`src/rtl/arct_pkg.sv`:
```
// shared types and constants of the angle rangefinder
package arct_pkg;

   localparam int ANGLE_W  = 17;
   localparam int HEIGHT_W = 23;
   localparam int DIST_W   = 40;
   localparam int OBJ_W    = 44;
   localparam int STATUS_W = 2;

   localparam logic [ANGLE_W-1:0]  ANGLE_MAX    = 17'd91750;
   localparam logic [HEIGHT_W-1:0] HEIGHT_RESET = 23'd98304;
   localparam logic [DIST_W-1:0]   DIST_MAX     = '1;
   localparam logic [OBJ_W-1:0]    OBJ_MAX      = '1;

   localparam logic [STATUS_W-1:0] STATUS_OK        = 2'd0;
   localparam logic [STATUS_W-1:0] STATUS_ALPHA_ERR = 2'd1;
   localparam logic [STATUS_W-1:0] STATUS_BETA_ERR  = 2'd2;

   typedef struct packed {
      logic                mode;
      logic [STATUS_W-1:0] status;
   } info_type;

endpackage

```
`src/rtl/arct_div.sv`:
```
// pipelined restoring divider, one quotient bit per stage: floor(num * 2^SHIFT / den)
module arct_div import arct_pkg::*; #(
   parameter int NUM_W  = 17,
   parameter int DEN_W  = 17,
   parameter int Q_W    = 17,
   parameter int SHIFT  = 16,
   parameter int SIDE_W = 1
) (
   input  logic              clock,
   input  logic              reset,
   input  logic              in_vld,
   input  logic [NUM_W-1:0]  num,
   input  logic [DEN_W-1:0]  den,
   input  logic [SIDE_W-1:0] side_in,
   output logic              out_vld,
   output logic [Q_W-1:0]    quot,
   output logic [SIDE_W-1:0] side_out
);

   localparam int NW = NUM_W + SHIFT;
   localparam int DW = DEN_W + Q_W;
   localparam int W  = (NW > DW) ? NW : DW;

   logic              vld_ff  [Q_W];
   logic [W-1:0]      rem_ff  [Q_W];
   logic [DEN_W-1:0]  den_ff  [Q_W];
   logic [Q_W-1:0]    quot_ff [Q_W];
   logic [SIDE_W-1:0] side_ff [Q_W];

   for (genvar k = 0; k < Q_W; k++) begin : g_stage
      localparam int J = Q_W - 1 - k;
      logic              vld_prev;
      logic [W-1:0]      rem_prev;
      logic [DEN_W-1:0]  den_prev;
      logic [Q_W-1:0]    quot_prev;
      logic [SIDE_W-1:0] side_prev;
      logic [W:0]        diff;
      logic              take;
      logic [W-1:0]      rem_in;
      logic [Q_W-1:0]    quot_in;

      if (k == 0) begin : g_first
         assign vld_prev  = in_vld;
         assign rem_prev  = W'(num) << SHIFT;
         assign den_prev  = den;
         assign quot_prev = '0;
         assign side_prev = side_in;
      end else begin : g_next
         assign vld_prev  = vld_ff[k-1];
         assign rem_prev  = rem_ff[k-1];
         assign den_prev  = den_ff[k-1];
         assign quot_prev = quot_ff[k-1];
         assign side_prev = side_ff[k-1];
      end

      // trial subtract of the divisor aligned to this quotient bit
      assign diff    = {1'b0, rem_prev} - ({1'b0, W'(den_prev)} << J);
      assign take    = ~diff[W];
      assign rem_in  = take ? diff[W-1:0] : rem_prev;
      assign quot_in = quot_prev | (Q_W'(take) << J);

      always_ff @(posedge clock) begin
         if (reset) begin
            vld_ff[k] <= 1'b0;
         end else begin
            vld_ff[k] <= vld_prev;
         end
         rem_ff[k]  <= rem_in;
         den_ff[k]  <= den_prev;
         quot_ff[k] <= quot_in;
         side_ff[k] <= side_prev;
      end
   end

   assign out_vld  = vld_ff[Q_W-1];
   assign quot     = quot_ff[Q_W-1];
   assign side_out = side_ff[Q_W-1];

endmodule

```
`config.mk`:
```
export PLATFORM = sky130hd
export DESIGN_NAME = arct_div
export DESIGN_NICKNAME = d
export VERILOG_FILES = /design/src/rtl/arct_pkg.sv /design/src/rtl/arct_div.sv
export SDC_FILE = /design/constraint.sdc
export NUM_CORES = 1
export LEC_CHECK = 0
export BUFFER_PORTS_ARGS = -buffer_cell sky130_fd_sc_hd__buf_2
export CORE_MARGIN = 5
export CORE_UTILIZATION = 60
export CTS_CLUSTER_DIAMETER = 30
export DETAILED_ROUTE_END_ITERATION = 10
export GPL_TIMING_DRIVEN = 0
export PLACE_DENSITY = 0.8
export SLEW_MARGIN = 20
export SYNTH_ARGS = -nofsm -noshare
export SYNTH_HDL_FRONTEND = slang
export SYNTH_SLANG_ARGS = --single-unit
```
`constraint.sdc`:
```
create_clock -name clock -period 8 [get_ports clock]
set_clock_uncertainty 0.2 [all_clocks]
set_input_delay 1.6 -clock clock [delete_from_list [all_inputs] [get_ports clock]]
set_output_delay 1.6 -clock clock [all_outputs]
set_load 0.03 [all_outputs]
```
* Word level (Yosys, flattened, before mapping)
Memory sizes are Yosys's and may differ from the RTL's. Index checks and enable logic that the tools add are counted.
Operators by class: add/subtract/negate cells 17, bitwise operators 50, multiplexer cells 37
Operator list (number):
- $mux W34 | 17
- $sub A34 B17 Y35 | 1
- $sub A34 B18 Y35 | 1
- $sub A34 B19 Y35 | 1
- $sub A34 B20 Y35 | 1
- $sub A34 B21 Y35 | 1
- $sub A34 B22 Y35 | 1
- $sub A34 B23 Y35 | 1
- $sub A34 B24 Y35 | 1
- $sub A34 B25 Y35 | 1
- $sub A34 B26 Y35 | 1
- $sub A34 B27 Y35 | 1
- $sub A34 B28 Y35 | 1
- $sub A34 B29 Y35 | 1
- $sub A34 B30 Y35 | 1
- $sub A34 B31 Y35 | 1
- $sub A34 B32 Y35 | 1
- $sub A33 B33 Y34 | 1
- $mux W1 | 20
- $not A1 Y1 | 17
- $or A1 B1 Y1 | 17
- $or A17 B1 Y17 | 1
- $or A17 B10 Y17 | 1
- $or A17 B11 Y17 | 1
- 13 further kinds | 13
Storage, ports and cells: logic and storage cells 109, RAM bits 1190, output and inout bits 19, flip-flop bits (word level) 0, bits of input ports 38, memories 5
Memories:
- rem_ff | words 17, bits a word 34, read ports 16, clocked after memory_dff 0, write ports 17, RTL line arct_div.sv:25 | logic [W-1:0] rem_ff [Q_W];
- den_ff | words 17, bits a word 17, read ports 16, clocked after memory_dff 0, write ports 17, RTL line arct_div.sv:26 | logic [DEN_W-1:0] den_ff [Q_W];
- quot_ff | words 17, bits a word 17, read ports 17, clocked after memory_dff 0, write ports 17, RTL line arct_div.sv:27 | logic [Q_W-1:0] quot_ff [Q_W];
- side_ff | words 17, bits a word 1, read ports 17, clocked after memory_dff 0, write ports 17, RTL line arct_div.sv:28 | logic [SIDE_W-1:0] side_ff [Q_W];
- vld_ff | words 17, bits a word 1, read ports 17, clocked after memory_dff 0, write ports 17, RTL line arct_div.sv:24 | logic vld_ff [Q_W];

* Logic depth before layout (Yosys ltp)
An unclocked memory read counts as a cell.
depth in word-level cells 4, depth in mapped cells 14, depth with buffers taken out 12

* Worst setup path before layout
Ideal clock, no wire load.
kind input to register, start in den[3], end mem rem_ff[0][30] in the netlist's numbering, required time 7.669 ns, data arrival time 3.676 ns, setup slack 3.993 ns, stages on the path 11, setup time 0.131 ns, buffers on the path 1, cells stage by stage inv_1 > ha_1 > a21o_1 > a21oi_1 > o21ai_0 > a31oi_1 > o21ai_0 > a21o_1 > a21oi_1 > clkbuf_1 > o21ai_0
RTL lines:
- from (decl) | RTL line arct_div.sv:13 | input logic [DEN_W-1:0] den,
- to (decl) | RTL line arct_div.sv:25

==> impl_metrics.tcl <==
set metrics [dict create \
    grt_overflow 0 \
    clkLatencyLatePin_ns 0.72 \
    worst_slack_ns 3.60 \
    cts_hold_buf 0 \
    clkTransAtPathRegs_ns 0.06 \
    synthCells 3864 \
    r2r-start "den_ff[0][240]" \
    worst_pin_slew_ns 1.00 \
    drt-initial-drc-count 1687 \
    r2r_end "rem_ff[0][526]" \
    critical_path_class "input port to flip-flop" \
    initial_utilization 0.605 \
    die_x_um 257 \
    die_y_um 257 \
    cts-resized-gates 0 \
    grt_pass1_wl_um 131000 \
    diodes 0 \
    drive_gt1_frac 0.0967 \
    place.port_buffers 56 \
    synth_seq_cells 866 \
    cts_root_buf "clkbuf_16" \
    worstHoldPathType "flip-flop to flip-flop" \
    syn_nets 4191 \
    vias 27600 \
    outcome "complete, no violations" \
    finalCritPeriodShare 0.550 \
    hold_path_depth 0 \
    coreArea_um2 60400 \
    clock_tree.buffer_depth 3 \
    dp_worst_setup_slack_ns 3.07 \
    wl_per_cell_um 16.0 \
    ys.flop_type "dfxtp_1" \
    rows 90 \
    r2r_slack_ns 4.06 \
    avgSynthCellArea_um2 9.45 \
    synth.top_cell.area_share 0.475 \
    synthTopCellsByArea "dfxtp_1, ha_1, xnor2_1" \
    ioPinCount 57 \
    grt_max_degree 17 \
    numCtsBuffers 147 \
    reg2reg_depth 11 \
    rsz0062_at_grt "no" \
    cp.required_ns 8.36 \
    place_congestion 0.918 \
    tns_ns 0 \
    vdd_ir_drop_max_v 0.000322 \
    cp_max_fo 10 \
    async_reset_ff_frac 0 \
    syn2layout_area_growth_pct 17.6 \
    drv_cap 0 \
    endpoint_kind "flip-flop" \
    netlist_area_um2 36500 \
    ys_top_cells_by_count "dfxtp_1, inv_1, nand2_1" \
    synth_seq_area_share 0.475 \
    setup_viol 0 \
    grt_antenna_before_repair 1 \
    yosysMostFrequentCell "dfxtp_1" \
    fill_cells 4206 \
    multi_input_area_um2 17600 \
    hold_violations 0 \
    die-area_um2 65900 \
    routed_via_density 5.56 \
    maxSlewViolCount 0 \
    hold_path_end "quot_ff[0][33]" \
    dp_hpwl_um 55300 \
    firstDrtPassIters 6 \
    yosysWarnings 0 \
    cp_data_arrival_time_ns 4.75 \
    start_kind "input port" \
    power_density_nw_per_um2 456 \
    ant_nets 0 \
    hp-start "quot_ff[0][16]" \
    fin_crit_ns 4.40 \
    totalWireLength_um 79300 \
    regArea_um2 17300 \
    postCtsSetupRepairBufs 0 \
    track_usage 0.236 \
    fmax_mhz 227 \
    post-synth-top-area-cell "dfxtp_1" \
    cts_sinks 866 \
    cts_tree "built" \
    slew_headroom 0.324 \
    drc 0 \
    power_leakage_nw 19.5 \
    cts.htree.levels 4 \
    synth_edf_count 0 \
    grt_pass1_vias 28100 \
    ys_types 86 \
    nNetsFinal 4396 \
]
==> state kept, by name, summed over array words and instances (netlist names) <==
signal,cells
rem_ff,407
den_ff,272
quot_ff,153
side_ff,17
vld_ff,17
==> routing by layer <==
metal  up-vias  part of all wire  track usage
li1      13700                 -            -
met1     12900              0.39        0.247
met2       754              0.52        0.444
met3       297             0.041       0.0443
met4         0             0.047        0.126
met5         -                 0            0
==> metrics by stage <==
step | area (um2) | cells | hold WS [ns] | util | power (mW)
floorplan | 36500 | 3864 | 0.110 | - | 11.5
global placement | 37800 | 4702 | 0.109 | 0.626 | 12.8
detailed placement | 37800 | 4702 | 0.112 | 0.626 | 13.0
CTS | 42900 | 4969 | 0.107 | 0.711 | 19.6
global route | 42900 | 4969 | 0.112 | 0.712 | 20.8
finish | 42900 | 4969 | 0.108 | 0.712 | 19.6
==> cells by family (layout without fill, tap and decap cells) <==
kind of cell,Yosys count,after routing,share of synthesized area
multiplexers,31,31,0.00953
AO/OA/AOI/OAI,905,905,0.155
flip-flops,866,866,0.475
adder cells (fa/ha/maj),289,289,0.102
XOR/XNOR,320,320,0.0768
AND/OR/NAND/NOR,1025,1025,0.137
buffers and inverters,428,751,0.0448
==> cell usage in the layout, fill, tap and decap left out, types with 30 or more instances in the layout <==
cell type	count
xor2_1	153
or3_1	30
o21a_1	44
inv_1	360
buf_2	77
a21o_1	108
nor3_1	77
ha_1	273
a21oi_1	237
nand2b_1	68
nor4_1	38
o21ai_0	279
and3_1	34
nand2_1	328
xnor2_1	167
clkbuf_16	149
nor2b_1	58
mux2_2	30
nor2_1	238
clkbuf_1	53
nand3_1	49
a211oi_1	37
dfxtp_1	866
==> power by group <==
part	switching (mW)	leakage [nW]	internal, mW
logic	3.76	9.73	2.95
registers	0.837	7.26	5.65
clock network	2.14	2.48	4.23
total	6.74	19.5	12.8
==> final cells by class <==
type | instances | area share
Multi-Input combinational cell | 2570 | 0.409
Sequential cell | 866 | 0.404
Clock inverter | 83 | 0.0256
Clock buffer | 184 | 0.0945
Inverter | 364 | 0.0318
Tap cell | 782 | 0.0228
Timing Repair Buffer | 56 | 0.00653
Buffer | 64 | 0.00629
==> worst max-delay path, cell delays in order <==
cell and delay, ns:
buf_2 0.12, inv_1 0.05, ha_1 0.25, nor2b_1 0.12, o21ai_0 0.25, o21ai_0 0.25
a31oi_1 0.42, o21ai_0 0.17, a21o_1 0.24, a21oi_1 0.53, clkbuf_1 0.54, o21ai_0 0.21
==> how the worst max path moves through the flow <==
stage / from / slack (ns) / end
after global routing: den[1] / 3.46 / rem_ff[0][31]
final: den[1] / 3.60 / rem_ff[0][30]
after CTS: den[1] / 3.75 / rem_ff[0][30]
after global placement: den[1] / 3.04 / rem_ff[0][30]
after floorplan: den[3] / 3.99 / rem_ff[0][30]
after detailed placement: den[1] / 3.07 / rem_ff[0][30]
No activity file was read; power rests on OpenSTA's default activity.
